**src/hw/rtl/rgbe_scanline_rle_decoder_top_assert.svh**
```systemverilog
// Assertion macros shared by the RGBE scanline decoder RTL.
// Included by the modules that carry concurrent checks; needs no other file.
// Defining SYNTH turns every macro into an empty line.
`ifndef RGBE_SCANLINE_RLE_DECODER_TOP_ASSERT_SVH
`define RGBE_SCANLINE_RLE_DECODER_TOP_ASSERT_SVH

`ifndef SYNTH
// Clocked check that is switched off while reset is high.
`define RLE_ASSERT(name, clk_s, rst_s, prop, msg) \
  name: assert property (@(posedge clk_s) disable iff (rst_s) prop) else $error(msg);
// Clocked check that also holds across reset.
`define RLE_ASSERT_ALWAYS(name, clk_s, prop, msg) \
  name: assert property (@(posedge clk_s) prop) else $error(msg);
`else
`define RLE_ASSERT(name, clk_s, rst_s, prop, msg)
`define RLE_ASSERT_ALWAYS(name, clk_s, prop, msg)
`endif

`endif

```
**src/hw/rtl/rgbe_rle_pkg.sv**
```systemverilog
// Types and constants of the RGBE scanline run-length decoder.
// Used by every RTL module of the block; depends on nothing.
`timescale 1ns / 1ps

package rgbe_rle_pkg;

  // Widths of the line geometry.
  localparam int unsigned COL_W = 15;

  // Range of line widths that may use the per-component run-length format.
  localparam logic [COL_W-1:0] MIN_WIDTH = 15'd8;
  localparam logic [COL_W-1:0] MAX_WIDTH = 15'd32767;

  // Byte codes of the two formats.
  localparam logic [7:0]  HDR_MARK     = 8'd2;
  localparam logic [7:0]  LIT_CODE_MAX = 8'd128;
  localparam logic [23:0] REPEAT_MARK  = 24'h010101;

  // Growth and limit of the old-format repeat shift.
  localparam logic [4:0] SHIFT_STEP  = 5'd8;
  localparam logic [4:0] SHIFT_LIMIT = 5'd24;

  // Component planes.
  typedef logic [1:0] plane_t;
  localparam plane_t PLANE_RED = 2'd0;
  localparam plane_t PLANE_EXP = 2'd3;

  // Parser phase within a scanline.
  typedef enum logic [1:0] {
    PH_START,
    PH_HEADER,
    PH_OLD,
    PH_NEW
  } phase_t;

  // Kind of write descriptor.
  typedef enum logic [1:0] {
    KIND_LIT,
    KIND_RUN,
    KIND_PIX,
    KIND_REP
  } kind_t;

  // Status of a write descriptor.
  typedef enum logic [1:0] {
    ST_OK,
    ST_CLAMP,
    ST_TRUNC
  } status_t;

  // One input transaction.
  typedef struct packed {
    logic [7:0] data_byte;
    logic       end_of_stream;
  } item_t;

  // One write descriptor.
  typedef struct packed {
    kind_t            kind;
    plane_t           plane;
    logic [COL_W-1:0] column;
    logic [COL_W-1:0] count;
    logic [31:0]      value;
    logic             line_end;
    status_t          status;
  } result_t;

endpackage

```
**src/hw/rtl/rgbe_rle_if.sv**
```systemverilog
// Valid/ready channel interfaces of the RGBE scanline decoder.
// Holds the byte input channel and the write descriptor channel; no dependencies.
`timescale 1ns / 1ps

interface rgbe_rle_byte_if;
  logic       valid;
  logic       ready;
  logic [7:0] data_byte;
  logic       end_of_stream;

  modport source (output valid, output data_byte, output end_of_stream, input ready);
  modport sink (input valid, input data_byte, input end_of_stream, output ready);
endinterface

interface rgbe_rle_desc_if;
  logic        valid;
  logic        ready;
  logic [1:0]  kind;
  logic [1:0]  plane;
  logic [14:0] column;
  logic [14:0] count;
  logic [31:0] value;
  logic        line_end;
  logic [1:0]  status;

  modport source (
    output valid, output kind, output plane, output column, output count,
    output value, output line_end, output status, input ready
  );
  modport sink (
    input valid, input kind, input plane, input column, input count,
    input value, input line_end, input status, output ready
  );
endinterface

```
**src/hw/rtl/rgbe_scanline_rle_decoder_top.sv**
```systemverilog
// RGBE scanline decoder: one encoded byte per cycle unless the descriptor
// channel stalls, one write descriptor per byte at most. The descriptor for a
// byte is offered on the descriptor channel after the byte has passed the
// input register and then the result register. The rate is set by the parser,
// which updates all per-line state for one byte between the input register and
// the result register. A descriptor held by a stalled receiver
// blocks new bytes once the input register is also full. The line_width
// register is written through wr_en/wr_data, resets to 1 and should only
// change while no transaction is in flight. There is no clearing pass after
// reset. Depends on rgbe_rle_pkg, the channel interfaces, the stage modules and
// rgbe_scanline_rle_decoder_top_assert.svh.
`timescale 1ns / 1ps

module rgbe_scanline_rle_decoder_top
  import rgbe_rle_pkg::*;
(
  input  logic             clk,
  input  logic             rst,
  rgbe_rle_byte_if.sink    stream,
  rgbe_rle_desc_if.source  desc,
  input  logic             wr_en,
  input  logic [COL_W-1:0] wr_data
);

  logic [COL_W-1:0] line_width;
  logic             free;
  logic             adv;
  item_t            item;
  logic             res_vld;
  result_t          res;

  // Line width configuration register.
  always_ff @(posedge clk) begin
    if (rst) begin
      line_width <= COL_W'(1);
    end else if (wr_en) begin
      line_width <= wr_data;
    end
  end

  rgbe_rle_in_stage u_in_stage (
    .clk    (clk),
    .rst    (rst),
    .stream (stream),
    .free   (free),
    .adv    (adv),
    .item   (item)
  );

  rgbe_rle_parser u_parser (
    .clk        (clk),
    .rst        (rst),
    .adv        (adv),
    .item       (item),
    .line_width (line_width),
    .res_vld    (res_vld),
    .res        (res)
  );

  rgbe_rle_out_stage u_out_stage (
    .clk     (clk),
    .rst     (rst),
    .adv     (adv),
    .res_vld (res_vld),
    .res     (res),
    .free    (free),
    .desc    (desc)
  );

  `include "rgbe_scanline_rle_decoder_top_assert.svh"

  // A truncation descriptor always closes its line.
  `RLE_ASSERT(a_trunc_ends_line, clk, rst, (desc.valid && desc.status == ST_TRUNC) |-> desc.line_end, "truncation without line end")
  // Nothing is offered on the descriptor channel right after reset.
  `RLE_ASSERT_ALWAYS(a_reset_quiet, clk, $past(rst) |-> !desc.valid, "descriptor valid after reset")
  // A stalled descriptor stays offered and unchanged.
  `RLE_ASSERT(a_desc_hold, clk, rst, (desc.valid && !desc.ready) |=> (desc.valid && $stable(desc.value)), "stalled descriptor changed")

endmodule

```
**src/hw/rtl/rgbe_rle_in_stage.sv**
```systemverilog
// Input register of the RGBE scanline decoder.
// Depends on rgbe_rle_pkg and rgbe_rle_byte_if.
`timescale 1ns / 1ps

module rgbe_rle_in_stage
  import rgbe_rle_pkg::*;
(
  input  logic               clk,
  input  logic               rst,
  rgbe_rle_byte_if.sink      stream,
  input  logic               free,
  output logic               adv,
  output item_t              item
);

  logic  vld;
  item_t item_q;

  // The register takes a new transaction when it is empty or its content moves on.
  assign stream.ready = !vld || free;
  assign adv          = vld && free;
  assign item         = item_q;

  // Occupancy of the input register.
  always_ff @(posedge clk) begin
    if (rst) begin
      vld <= 1'b0;
    end else if (stream.ready) begin
      vld <= stream.valid;
    end
  end

  // Payload capture.
  always_ff @(posedge clk) begin
    if (stream.ready && stream.valid) begin
      item_q.data_byte     <= stream.data_byte;
      item_q.end_of_stream <= stream.end_of_stream;
    end
  end

endmodule

```
**src/hw/rtl/rgbe_rle_parser.sv**
```systemverilog
// Line parser of the RGBE scanline decoder: format choice, run and literal
// decoding, old-format pixel repeat and the per-line state registers.
// Depends on rgbe_rle_pkg and rgbe_scanline_rle_decoder_top_assert.svh.
`timescale 1ns / 1ps

module rgbe_rle_parser
  import rgbe_rle_pkg::*;
(
  input  logic             clk,
  input  logic             rst,
  input  logic             adv,
  input  item_t            item,
  input  logic [COL_W-1:0] line_width,
  output logic             res_vld,
  output result_t          res
);

  // State registers.
  phase_t           phase;
  logic [23:0]      header_bytes;
  logic [1:0]       byte_index;
  logic [31:0]      pixel_assembly;
  logic [4:0]       repeat_shift;
  logic [31:0]      previous_pixel;
  logic [COL_W-1:0] current_column;
  plane_t           current_plane;
  logic [7:0]       run_remaining;
  logic             await_run_value;

  phase_t           phase_next;
  logic [23:0]      header_bytes_next;
  logic [1:0]       byte_index_next;
  logic [31:0]      pixel_assembly_next;
  logic [4:0]       repeat_shift_next;
  logic [31:0]      previous_pixel_next;
  logic [COL_W-1:0] current_column_next;
  plane_t           current_plane_next;
  logic [7:0]       run_remaining_next;
  logic             await_run_value_next;

  // Shared datapath terms.
  logic [7:0]       b;
  logic [COL_W-1:0] w;
  logic [COL_W:0]   col_ext;
  logic [COL_W:0]   w_ext;
  logic             col_in;
  logic             lit_write;
  logic [COL_W-1:0] rem;
  logic [COL_W:0]   col_inc;
  logic             pix_reach;
  logic [31:0]      asm_word;
  logic [23:0]      hdr_word;
  logic             hdr_not_run;
  logic [31:0]      hdr_pixel;
  logic             is_repeat;
  logic [31:0]      reps;
  logic             rep_clamp;
  logic [COL_W-1:0] rep_n;
  logic [COL_W:0]   rep_sum;
  logic             rep_end;
  logic             run_clamp;
  logic [COL_W-1:0] run_n;
  logic [COL_W:0]   run_sum;
  logic             run_reach;
  logic [7:0]       rr_dec;
  logic             last_plane;
  logic             restart;
  logic             advance;

  assign b = item.data_byte;

  // A zero width behaves as a width of one.
  assign w = (line_width == '0) ? COL_W'(1) : line_width;

  // Column arithmetic, repeat scaling and clamping.
  always_comb begin
    col_ext     = {1'b0, current_column};
    w_ext       = {1'b0, w};
    col_in      = current_column <= w;
    lit_write   = current_column < w;
    rem         = w - current_column;
    col_inc     = col_ext + (COL_W+1)'(1);
    pix_reach   = col_inc >= w_ext;
    asm_word    = {pixel_assembly[23:0], b};
    hdr_word    = {header_bytes[15:0], b};
    hdr_not_run = (hdr_word[23:16] != HDR_MARK) || hdr_word[15];
    hdr_pixel   = {HDR_MARK, hdr_word};
    is_repeat   = asm_word[31:8] == REPEAT_MARK;
    case (repeat_shift[4:3])
      2'd0:    reps = {24'b0, b};
      2'd1:    reps = {16'b0, b, 8'b0};
      2'd2:    reps = {8'b0, b, 16'b0};
      default: reps = {b, 24'b0};
    endcase
    // Past the line end (width lowered mid-line) a repeat is never clamped.
    rep_clamp  = col_in && (reps > {17'b0, rem});
    rep_n      = rep_clamp ? rem : reps[COL_W-1:0];
    rep_sum    = col_ext + {1'b0, rep_n};
    rep_end    = !col_in || rep_clamp || (rep_sum >= w_ext);
    run_clamp  = col_in && ({7'b0, run_remaining} > rem);
    run_n      = run_clamp ? rem : {7'b0, run_remaining};
    run_sum    = col_ext + {1'b0, run_n};
    run_reach  = run_sum >= w_ext;
    rr_dec     = run_remaining - 8'd1;
    last_plane = current_plane == PLANE_EXP;
  end

  // Next state.
  always_comb begin
    phase_next           = phase;
    header_bytes_next    = header_bytes;
    byte_index_next      = byte_index;
    pixel_assembly_next  = pixel_assembly;
    repeat_shift_next    = repeat_shift;
    previous_pixel_next  = previous_pixel;
    current_column_next  = current_column;
    current_plane_next   = current_plane;
    run_remaining_next   = run_remaining;
    await_run_value_next = await_run_value;
    restart              = 1'b0;
    advance              = 1'b0;

    if (item.end_of_stream) begin
      restart = phase != PH_START;
    end else begin
      case (phase)
        PH_START: begin
          byte_index_next = 2'd1;
          if (w < MIN_WIDTH || w > MAX_WIDTH || b != HDR_MARK) begin
            phase_next          = PH_OLD;
            pixel_assembly_next = {24'b0, b};
          end else begin
            phase_next = PH_HEADER;
          end
        end

        PH_HEADER: begin
          header_bytes_next = hdr_word;
          if (byte_index != 2'd3) begin
            byte_index_next = byte_index + 2'd1;
          end else begin
            byte_index_next = 2'd0;
            if (hdr_not_run) begin
              // The four bytes were an ordinary first pixel.
              previous_pixel_next = hdr_pixel;
              phase_next          = PH_OLD;
              if (pix_reach) begin
                restart = 1'b1;
              end else begin
                current_column_next = col_inc[COL_W-1:0];
              end
            end else begin
              phase_next           = PH_NEW;
              current_plane_next   = PLANE_RED;
              current_column_next  = '0;
              run_remaining_next   = '0;
              await_run_value_next = 1'b0;
            end
          end
        end

        PH_OLD: begin
          pixel_assembly_next = asm_word;
          if (byte_index != 2'd3) begin
            byte_index_next = byte_index + 2'd1;
          end else begin
            byte_index_next = 2'd0;
            if (is_repeat) begin
              if (repeat_shift < SHIFT_LIMIT) begin
                repeat_shift_next = repeat_shift + SHIFT_STEP;
              end
              if (b != 8'd0) begin
                if (rep_end) begin
                  restart = 1'b1;
                end else begin
                  current_column_next = rep_sum[COL_W-1:0];
                end
              end
            end else begin
              repeat_shift_next   = '0;
              previous_pixel_next = asm_word;
              if (pix_reach) begin
                restart = 1'b1;
              end else begin
                current_column_next = col_inc[COL_W-1:0];
              end
            end
          end
        end

        default: begin
          // New-format line: run value, literal byte or a fresh code.
          if (await_run_value) begin
            await_run_value_next = 1'b0;
            run_remaining_next   = '0;
            current_column_next  = run_sum[COL_W-1:0];
            advance              = run_reach;
          end else if (run_remaining != 8'd0) begin
            run_remaining_next = rr_dec;
            if (lit_write) begin
              current_column_next = col_inc[COL_W-1:0];
            end
            advance = (rr_dec == 8'd0) && (!lit_write || pix_reach);
          end else if (b > LIT_CODE_MAX) begin
            run_remaining_next   = {1'b0, b[6:0]};
            await_run_value_next = 1'b1;
          end else begin
            run_remaining_next = b;
            advance            = (b == 8'd0) && !lit_write;
          end
          // A finished plane moves on to the next, the last one ends the line.
          if (advance) begin
            if (last_plane) begin
              restart = 1'b1;
            end else begin
              current_plane_next  = current_plane + 2'd1;
              current_column_next = '0;
            end
          end
        end
      endcase
    end

    // Every new line starts from a clean state.
    if (restart) begin
      phase_next           = PH_START;
      header_bytes_next    = '0;
      byte_index_next      = '0;
      pixel_assembly_next  = '0;
      repeat_shift_next    = '0;
      previous_pixel_next  = '0;
      current_column_next  = '0;
      current_plane_next   = PLANE_RED;
      run_remaining_next   = '0;
      await_run_value_next = 1'b0;
    end
  end

  // Write descriptor for the current transaction.
  always_comb begin
    res_vld      = 1'b0;
    res.kind     = KIND_LIT;
    res.plane    = PLANE_RED;
    res.column   = current_column;
    res.count    = '0;
    res.value    = '0;
    res.line_end = 1'b0;
    res.status   = ST_OK;

    if (item.end_of_stream) begin
      if (phase != PH_START) begin
        res_vld      = 1'b1;
        res.line_end = 1'b1;
        res.status   = ST_TRUNC;
      end
    end else begin
      case (phase)
        PH_HEADER: begin
          if (byte_index == 2'd3 && hdr_not_run) begin
            res_vld      = 1'b1;
            res.kind     = KIND_PIX;
            res.count    = COL_W'(1);
            res.value    = hdr_pixel;
            res.line_end = pix_reach;
          end
        end

        PH_OLD: begin
          if (byte_index == 2'd3) begin
            if (is_repeat) begin
              res_vld      = b != 8'd0;
              res.kind     = KIND_REP;
              res.count    = rep_n;
              res.value    = previous_pixel;
              res.line_end = rep_end;
              res.status   = rep_clamp ? ST_CLAMP : ST_OK;
            end else begin
              res_vld      = 1'b1;
              res.kind     = KIND_PIX;
              res.count    = COL_W'(1);
              res.value    = asm_word;
              res.line_end = pix_reach;
            end
          end
        end

        PH_NEW: begin
          if (await_run_value) begin
            res_vld      = 1'b1;
            res.kind     = KIND_RUN;
            res.plane    = current_plane;
            res.count    = run_n;
            res.value    = {24'b0, b};
            res.line_end = last_plane && run_reach;
            res.status   = run_clamp ? ST_CLAMP : ST_OK;
          end else if (run_remaining != 8'd0 && lit_write) begin
            res_vld      = 1'b1;
            res.plane    = current_plane;
            res.count    = COL_W'(1);
            res.value    = {24'b0, b};
            res.line_end = last_plane && pix_reach;
            res.status   = (pix_reach && rr_dec != 8'd0) ? ST_CLAMP : ST_OK;
          end
        end

        default: begin
          res_vld = 1'b0;
        end
      endcase
    end
  end

  // State update, one transaction per cycle while adv is high.
  always_ff @(posedge clk) begin
    if (rst) begin
      phase           <= PH_START;
      header_bytes    <= '0;
      byte_index      <= '0;
      pixel_assembly  <= '0;
      repeat_shift    <= '0;
      previous_pixel  <= '0;
      current_column  <= '0;
      current_plane   <= PLANE_RED;
      run_remaining   <= '0;
      await_run_value <= 1'b0;
    end else if (adv) begin
      phase           <= phase_next;
      header_bytes    <= header_bytes_next;
      byte_index      <= byte_index_next;
      pixel_assembly  <= pixel_assembly_next;
      repeat_shift    <= repeat_shift_next;
      previous_pixel  <= previous_pixel_next;
      current_column  <= current_column_next;
      current_plane   <= current_plane_next;
      run_remaining   <= run_remaining_next;
      await_run_value <= await_run_value_next;
    end
  end

  `include "rgbe_scanline_rle_decoder_top_assert.svh"

  // A line always begins with cleared column, run and shift state.
  `RLE_ASSERT(a_start_clean, clk, rst, (phase == PH_START) |-> (current_column == '0 && run_remaining == '0 && !await_run_value && repeat_shift == '0), "line start state not clean")
  // Only the new format waits for a run value.
  `RLE_ASSERT(a_await_new, clk, rst, await_run_value |-> (phase == PH_NEW), "run value pending outside new format")
  // A truncation always returns the parser to line start.
  `RLE_ASSERT(a_trunc_restart, clk, rst, (adv && item.end_of_stream && phase != PH_START) |=> (phase == PH_START), "no restart after end of data")

endmodule

```
**src/hw/rtl/rgbe_rle_out_stage.sv**
```systemverilog
// Result register of the RGBE scanline decoder, driving the descriptor channel.
// Depends on rgbe_rle_pkg and rgbe_rle_desc_if.
`timescale 1ns / 1ps

module rgbe_rle_out_stage
  import rgbe_rle_pkg::*;
(
  input  logic           clk,
  input  logic           rst,
  input  logic           adv,
  input  logic           res_vld,
  input  result_t        res,
  output logic           free,
  rgbe_rle_desc_if.source desc
);

  logic    vld;
  result_t res_q;

  // The register can load when empty or when its transaction leaves now.
  assign free = !vld || desc.ready;

  // Occupancy of the result register.
  always_ff @(posedge clk) begin
    if (rst) begin
      vld <= 1'b0;
    end else if (free) begin
      vld <= adv && res_vld;
    end
  end

  // Descriptor capture.
  always_ff @(posedge clk) begin
    if (free && adv && res_vld) begin
      res_q <= res;
    end
  end

  assign desc.valid    = vld;
  assign desc.kind     = res_q.kind;
  assign desc.plane    = res_q.plane;
  assign desc.column   = res_q.column;
  assign desc.count    = res_q.count;
  assign desc.value    = res_q.value;
  assign desc.line_end = res_q.line_end;
  assign desc.status   = res_q.status;

endmodule

```
**src/flat_wrapper.sv**
```systemverilog
// flat-port wrapper written by rule: the top's interface ports become plain ports
module rgbe_scanline_rle_decoder_top_flat import rgbe_rle_pkg::*;
  (clk, rst, wr_en, wr_data, stream_valid, stream_data_byte, stream_end_of_stream, stream_ready, desc_valid, desc_kind, desc_plane, desc_column, desc_count, desc_value, desc_line_end, desc_status, desc_ready);
  rgbe_rle_byte_if stream_i ();
  rgbe_rle_desc_if desc_i ();
  input  logic clk;
  input  logic rst;
  input  logic wr_en;
  input  logic [COL_W-1:0] wr_data;
  input wire logic [$bits(stream_i.valid)-1:0] stream_valid;
  input wire logic [$bits(stream_i.data_byte)-1:0] stream_data_byte;
  input wire logic [$bits(stream_i.end_of_stream)-1:0] stream_end_of_stream;
  output wire logic [$bits(stream_i.ready)-1:0] stream_ready;
  output wire logic [$bits(desc_i.valid)-1:0] desc_valid;
  output wire logic [$bits(desc_i.kind)-1:0] desc_kind;
  output wire logic [$bits(desc_i.plane)-1:0] desc_plane;
  output wire logic [$bits(desc_i.column)-1:0] desc_column;
  output wire logic [$bits(desc_i.count)-1:0] desc_count;
  output wire logic [$bits(desc_i.value)-1:0] desc_value;
  output wire logic [$bits(desc_i.line_end)-1:0] desc_line_end;
  output wire logic [$bits(desc_i.status)-1:0] desc_status;
  input wire logic [$bits(desc_i.ready)-1:0] desc_ready;
  assign stream_i.valid = stream_valid;
  assign stream_i.data_byte = stream_data_byte;
  assign stream_i.end_of_stream = stream_end_of_stream;
  assign stream_ready = stream_i.ready;
  assign desc_valid = desc_i.valid;
  assign desc_kind = desc_i.kind;
  assign desc_plane = desc_i.plane;
  assign desc_column = desc_i.column;
  assign desc_count = desc_i.count;
  assign desc_value = desc_i.value;
  assign desc_line_end = desc_i.line_end;
  assign desc_status = desc_i.status;
  assign desc_i.ready = desc_ready;
  rgbe_scanline_rle_decoder_top u_core (.clk(clk), .rst(rst), .stream(stream_i), .desc(desc_i), .wr_en(wr_en), .wr_data(wr_data));
endmodule
```
**config.mk**
```make
export PLATFORM = sky130hd
export DESIGN_NAME = rgbe_scanline_rle_decoder_top_flat
export DESIGN_NICKNAME = d
export VERILOG_FILES = /design/src/hw/rtl/rgbe_rle_pkg.sv /design/src/hw/rtl/rgbe_rle_if.sv /design/src/hw/rtl/rgbe_scanline_rle_decoder_top.sv /design/src/hw/rtl/rgbe_rle_in_stage.sv /design/src/hw/rtl/rgbe_rle_parser.sv /design/src/hw/rtl/rgbe_rle_out_stage.sv /design/src/flat_wrapper.sv
export VERILOG_INCLUDE_DIRS = /design/src /design/src/hw/rtl
export SDC_FILE = /design/constraint.sdc
export NUM_CORES = 1
export LEC_CHECK = 0
export CORE_MARGIN = 1
export CORE_UTILIZATION = 40
export DETAILED_ROUTE_END_ITERATION = 7
export DONT_BUFFER_PORTS = 1
export SYNTH_ARGS = -nofsm -noshare
export SYNTH_HDL_FRONTEND = slang
export SYNTH_SLANG_ARGS = --single-unit
export TNS_END_PERCENT = 10
```
**constraint.sdc**
```tcl
create_clock -name clk -period 15.4 [get_ports clk]
set_input_delay 3.08 -clock clk [delete_from_list [all_inputs] [get_ports clk]]
set_output_delay 3.08 -clock clk [all_outputs]
set_load 0.01 [all_outputs]
```
# Word level (Yosys, flattened, before mapping)
# Index checks and enable logic that the tools add are counted.
# W data, S select, Z words.
[totals]
inputBits = 29
regBits = 202
wordCells = 238
[op_classes]
addsub = 8
n_eq_ne = 25
order_cmp = 11
n_reduce_logical = 55
muxes = 116
bitwise = 1
[op_table]
columns = ["operator", "count"]
rows = [
  ["$mux W15", 17],
  ["$mux W32", 6],
  ["$pmux W48 S3", 1],
  ["$mux W50", 2],
  ["$pmux W32 S3", 1],
  ["$mux W24", 3],
  ["$pmux W32 S2", 1],
  ["$mux W8", 7],
  ["$ge A16 B15 Y1", 3],
  ["$mux W16", 3],
  ["$mux W48", 1],
  ["$pmux W24 S2", 1],
  ["$pmux W15 S3", 1],
  ["$mux W1", 36],
  ["$mux W36", 1],
  ["$mux W2", 17],
  ["$mux W34", 1],
  ["$add A15 B15 Y16", 2],
  ["$gt A32 B15 Y1", 1],
  ["$mux W5", 6],
  ["$eq A24 B17 Y1 const B", 1],
  ["$reduce_bool A8 Y1", 3],
  ["$reduce_and A7 Y1", 3],
  ["$ne A3 B3 Y1 const B", 6],
  ["other kinds (39)", 92],
]

# Longest topological paths before layout
[logic_depth]
depth_word = 17
depth_mapped = 48

# Modules after synthesis
# Synthesis repeated with hierarchy kept, for this count alone.
[hier_totals]
hier_cells = 1545
hier_area_um2 = 13870.8
[modules_own_cells]
columns = ["mod", "instances", "cells_per_inst", "area_each_um2"]
rows = [
  ["rgbe_rle_parser", 1, 1408, 10859.2],
  ["rgbe_rle_out_stage", 1, 74, 2134.5],
  ["rgbe_scanline_rle_decoder_top", 1, 48, 544.3],
  ["rgbe_rle_in_stage", 1, 15, 332.8],
]

# Worst setup path before layout
# No wires, ideal clock.
[synth_path]
path_kind = "flip-flop to flip-flop"
from = "register u_core.line_width[5]"
to = "register u_core.u_parser.current_column[11]"
n_path_buf = 3
path_stages_with_launch = 45
arrival_time_ps = 8574
path_slack_ps = 6758
setup_ps = 68
cell_sequence = "dfxtp_1 > nor4_1 > nand3_1 > nor3_1 > or2_2 > inv_1 > ha_1 > inv_1 > fa_1 > a211oi_1 > nor2_1 > o41ai_1 > a31oi_1 > a21o_1 > a21oi_1 > xor2_1 > ha_1 > and3_1 > [... 9 more ...] > a211oi_1 > o21a_1 > a21oi_1 > a311oi_1 > o21ai_0 > xnor2_1 > ha_1 > a21o_1 > a211o_1 > a21oi_1 > a21oi_1 > or3_1 > o211a_1 > o21a_4 > a21o_1 > nor2_2 > buf_6 > o2bb2ai_2"
[synth_via]
elab_chain_cells = 17
[synth_lines]
columns = ["item", "line_no", "text"]
rows = [
  ["from (decl)", "rgbe_scanline_rle_decoder_top.sv:25", "logic [COL_W-1:0] line_width;"],
  ["from (signal assigned)", "rgbe_scanline_rle_decoder_top.sv:37", "line_width <= wr_data;"],
  ["$logic_not A15 Y1", "rgbe_rle_parser.sv:73", "assign w = (line_width == '0) ? COL_W'(1) : line_width;"],
  ["$mux W15 (*)", "rgbe_rle_parser.sv:73", ""],
  ["$sub A15 B15 Y15", "rgbe_rle_parser.sv:81", "rem = w - current_column;"],
  ["$gt A32 B15 Y1", "rgbe_rle_parser.sv:96", "rep_clamp = col_in && (reps > {17'b0, rem});"],
  ["$logic_and A1 B1 Y1", "rgbe_rle_parser.sv:96", ""],
  ["$mux W15", "rgbe_rle_parser.sv:97", "rep_n = rep_clamp ? rem : reps[COL_W-1:0];"],
  ["$add A15 B15 Y16", "rgbe_rle_parser.sv:98", "rep_sum = col_ext + {1'b0, rep_n};"],
  ["$ge A16 B15 Y1", "rgbe_rle_parser.sv:99", "rep_end = !col_in || rep_clamp || (rep_sum >= w_ext);"],
  ["$logic_or A1 B1 Y1", "rgbe_rle_parser.sv:99", ""],
  ["$mux W1", "rgbe_rle_parser.sv:173", "if (rep_end) begin"],
  ["$mux W1", "rgbe_rle_parser.sv:172", "if (b != 8'd0) begin"],
  ["$mux W1", "rgbe_rle_parser.sv:168", "if (is_repeat) begin"],
  ["$mux W1", "rgbe_rle_parser.sv:164", "if (byte_index != 2'd3) begin"],
  ["$pmux W1 S3", "rgbe_rle_parser.sv:126", "case (phase)"],
  ["$mux W1", "rgbe_rle_parser.sv:123", "if (item.end_of_stream) begin"],
  ["$ne A4 B4 Y1 (no line), or another cell as far along", "-", ""],
  ["$reduce_and A7 Y1 (no line)", "-", ""],
  ["to (signal assigned)", "rgbe_rle_parser.sv:333", "current_column <= current_column_next;"],
  ["to (decl)", "rgbe_rle_parser.sv:25", "logic [COL_W-1:0] current_column;"],
]
# Every way passes the cells marked *; elsewhere a longest branch is shown, timed or not. The select of a mux whose other input is x is not followed.
# A chain may end at the register's enable or synchronous reset.

# Worst setup path after layout
[layout_path]
from = "register u_core.line_width[9]"
to = "register u_core.u_parser.current_column[0]"
# Same word-level chain as after synthesis.

==> impl_metrics.yaml <==
floorplanning:
  io_pins: 100
  coreArea_um2: 33530
  initial_core_util: 0.4070
  die_width_um: 186.7
  die_h_um: 186.7
  die_area_um2: 34860
  rows: 67
timing:
  clock_skew_ns: 0.02238
  maxSlewViolCount: 0
  layout_min_cycle_time_ns: 10.92
  rsz0062_at_grt: "false"
  max_slew_margin: 0.2220
  fmax_ghz: 0.09157
  min_period_over_period: 0.7092
  finalSetupViolCount: 0
  tightest_slew_ns: 1.163
  setup_tns_ns: 0
  hold_viol: 0
setup_path:
  worstPathRequired_ns: 15.77
  end_kind: "flop"
  r2r-start: "u_core.line_width[9]$_SDFFE_PP0P_"
  r2r_end: "u_core.u_parser.current_column[0]$_SDFFE_PP0P_"
  cp_slowest_stage_delay_ns: 0.85
  crit_arrival_ns: 11.29
  crit_end: "u_core.u_parser.current_column[0]$_SDFFE_PP0P_"
  worst-setup-path-type: "flop to flop"
  critPathSlowestCell: "nor2_2"
  r2r_setup_slack_ns: 4.48
  r2r_cells: 45
  start_kind: "flop"
  crit_start: "u_core.line_width[9]$_SDFFE_PP0P_"
  cp_max_fo: 31
  crit_path_frequent_cell: "a21oi_1"
clocking:
  cts.sinks: 199
  cts_max_path_buffers: 2
  cts_resized: 0
  h-tree-depth: 4
  clk_pin_slew_ns: 0.09
  ctsHoldBuffers: 0
  numCtsBuffers: 17
  cts_tree: "done"
  post_cts_buffers: 0
  clk_latency_ns: 0.46
  cts_root_buffer: "clkbuf_16"
finish:
  fillers: 3334
  drive_above_1_share: 0.05770
  fin_area_um2: 14580
  diodes: 0
  num-nets-final: 1674
  area_growth_pct: 6.839
yosys:
  synth_cell_types: 80
  ys_top_cells_by_area: "dfxtp_1 (18%), edfxtp_1 (17%), ha_1 (12%)"
  synth_xor_area_frac: 0.04941
  synth_top_cell_by_area: "dfxtp_1"
  synth_common_cells: "ha_1 (130), nand2_1 (129), nor2_1 (124)"
  synth_fa_ha_area_frac: 0.1236
  netlist.area_leader.share: 0.1775
  ys_ff_latch: 199
  synth_mux_area_frac: 0.03099
  synth-simple-area-share: 0.1780
  synth_top_family_by_area: "compound AO/OA/AOI/OAI gates"
  syn_area_per_cell_um2: 8.726
  yosysSeqAreaShare: 0.3491
  yosys_warnings: 0
  synth_compound_area_frac: 0.2153
  synth-main-ff-cell: "dfxtp_1"
  synth_edf_count: 78
  synthCells: 1564
  ys_async_sr_fraction: 0
  yosysMostFrequentCell: "ha_1"
  syn-cell-area_um2: 13650
route:
  routedWlPerCell_um: 21.55
  wl_um: 42520
  vias: 11750
  drtIter0Drc: 1256
  vias_per_cell: 5.956
  drcViolationCount: 0
  ant_nets: 0
  dr.pass1.iters: 6
global_routing:
  grt_pass1_wl_um: 66500
  antenna_found_initial: 0
  grt_usage: 0.2454
  grt_pass1_vias: 11130
  grt_max_degree: 71
  globalRouteOverflowTotal: 0
placement:
  placed_area_um2: 13980
  port_buffers: 0
  hpwlAfterDp_um: 31890
  routabilityCongestion: 0.9472
power:
  power_density_nw_per_um2: 82.09
  p_total_mw: 1.197
  peakVddDrop_mv: 0.07872
  power.leakage_nw: 5.463
flow_run:
  cap_violations: 0
outcome:
  status: "finished, final reports clean"
min_path:
  hold_path_class: "flop to flop"
  min_from: "u_core.u_parser.previous_pixel[13]$_SDFFE_PP0P_"
## layout by cell type (no fill, tap or decap), drive strengths merged, types with 7 or more instances in the layout
| cell type | Yosys | routed |
|---|---|---|
| ha | 130 | 130 |
| nand2 | 129 | 129 |
| nor2 | 127 | 127 |
| dfxtp | 121 | 121 |
| a21oi | 115 | 115 |
| o21ai | 107 | 107 |
| inv | 92 | 100 |
| edfxtp | 78 | 78 |
| xnor2 | 61 | 61 |
| nand3 | 60 | 60 |
| mux2i | 40 | 40 |
| and2 | 30 | 30 |
| a21o | 28 | 28 |
| nand4 | 22 | 22 |
| o31ai | 21 | 21 |
| nor2b | 19 | 19 |
| clkbuf | 69 | 19 |
| a22oi | 18 | 18 |
| a22o | 18 | 18 |
| nand3b | 17 | 17 |
| xor2 | 16 | 16 |
| o2bb2ai | 16 | 16 |
| buf | 23 | 15 |
| nor3 | 15 | 15 |
| a211oi | 14 | 14 |
| nand2b | 13 | 13 |
| o211ai | 13 | 13 |
| and3 | 13 | 13 |
| nor4 | 13 | 13 |
| o21bai | 9 | 9 |
| a31o | 9 | 9 |
| a211o | 9 | 9 |
| o21a | 9 | 9 |
| nor3b | 8 | 8 |
| a32o | 7 | 7 |
| conb | 1 | 7 |
## worst min path at each step
stage	slack (ns)	cells past startpoint	to
6_report	0.46	2	u_core.u_parser.previous_pixel[13]$_SDFFE_PP0P_
4_1_cts	0.45	2	u_core.u_parser.previous_pixel[11]$_SDFFE_PP0P_
5_1_grt	0.47	2	u_core.u_parser.previous_pixel[10]$_SDFFE_PP0P_
3_3_place_gp	0.43	2	u_core.u_parser.previous_pixel[23]$_SDFFE_PP0P_
3_5_place_dp	0.44	2	u_core.u_parser.previous_pixel[11]$_SDFFE_PP0P_
2_1_floorplan	0.43	2	u_core.u_parser.previous_pixel[18]$_SDFFE_PP0P_
## power by group
part	internal, mW	switching (mW)	leakage, nW	total, mW
Combinational	0.0558	0.114	3.51	0.170
Clock	0.228	0.228	0.295	0.456
Sequential	0.556	0.0159	1.66	0.572
Total	0.839	0.358	5.46	1.20
## final cells by class
class,count,area (µm²),share of cell area
Tap cell,448,560.5,0.03844
Sequential cell,199,4765,0.3268
Clock inverter,13,143.9,0.009868
Multi-Input combinational cell,1186,8195,0.5620
Clock buffer,19,454.2,0.03115
Inverter,93,350.3,0.02403
Timing Repair Buffer,15,112.6,0.007723
## flip-flops by register name (all words and copies together) (netlist names), 8 cells and up
| signal | cells |
|---|---|
| u_core.line_width | 15 |
| u_core.u_out_stage.desc.column | 15 |
| u_core.u_parser.pixel_assembly | 24 |
| u_core.u_in_stage.item | 9 |
| u_core.u_parser.current_column | 15 |
| u_core.u_parser.previous_pixel | 32 |
| u_core.u_parser.run_remaining | 8 |
| u_core.u_parser.header_bytes | 16 |
| u_core.u_out_stage.desc.value | 32 |
| u_core.u_out_stage.desc.count | 15 |
## routing by layer
| metal | routed length (µm) | track usage | share of wire |
|---|---|---|---|
| met4 | 1277 | 0.09079 | 0.030 |
| met5 | 0 | 0 | 0 |
| met3 | 3518 | 0.05323 | 0.083 |
| met2 | 18000 | 0.3602 | 0.42 |
| met1 | 19720 | 0.3507 | 0.46 |
## metrics by stage
stage / utilization / hold WS (ns) / worst slack (ns) / std cells
6_report: 0.4349 / 0.4558 / 4.479 / 1973
5_1_grt: 0.4349 / 0.4687 / 3.820 / 1973
4_1_cts: 0.4349 / 0.4501 / 4.713 / 1973
3_5_place_dp: 0.4170 / 0.4382 / 4.740 / 1941
3_3_place_gp: 0.4170 / 0.4334 / 5.013 / 1941
2_1_floorplan: - / 0.4315 / 6.758 / 1570
## logic make-up after synthesis
group / Yosys count
multiplexers: 42
AO/OA/AOI/OAI: 437
buffers and inverters: 185
AND/OR/NAND/NOR: 490
adder cells (fa/ha/maj): 133
other: 1
flip-flops: 199
XOR/XNOR: 77
## worst max-delay path, delay by kind of cell (launching register included)
| family | cells | cell delay, ns |
|---|---|---|
| AND/OR/NAND/NOR | 12 | 2.78 |
| adder cells (fa/ha/maj) | 6 | 1.66 |
| XOR/XNOR | 2 | 0.49 |
| flip-flops | 1 | 0.39 |
| buffers and inverters | 4 | 0.24 |
| AO/OA/AOI/OAI | 21 | 5.24 |
No activity file was read; power rests on OpenSTA's default activity.
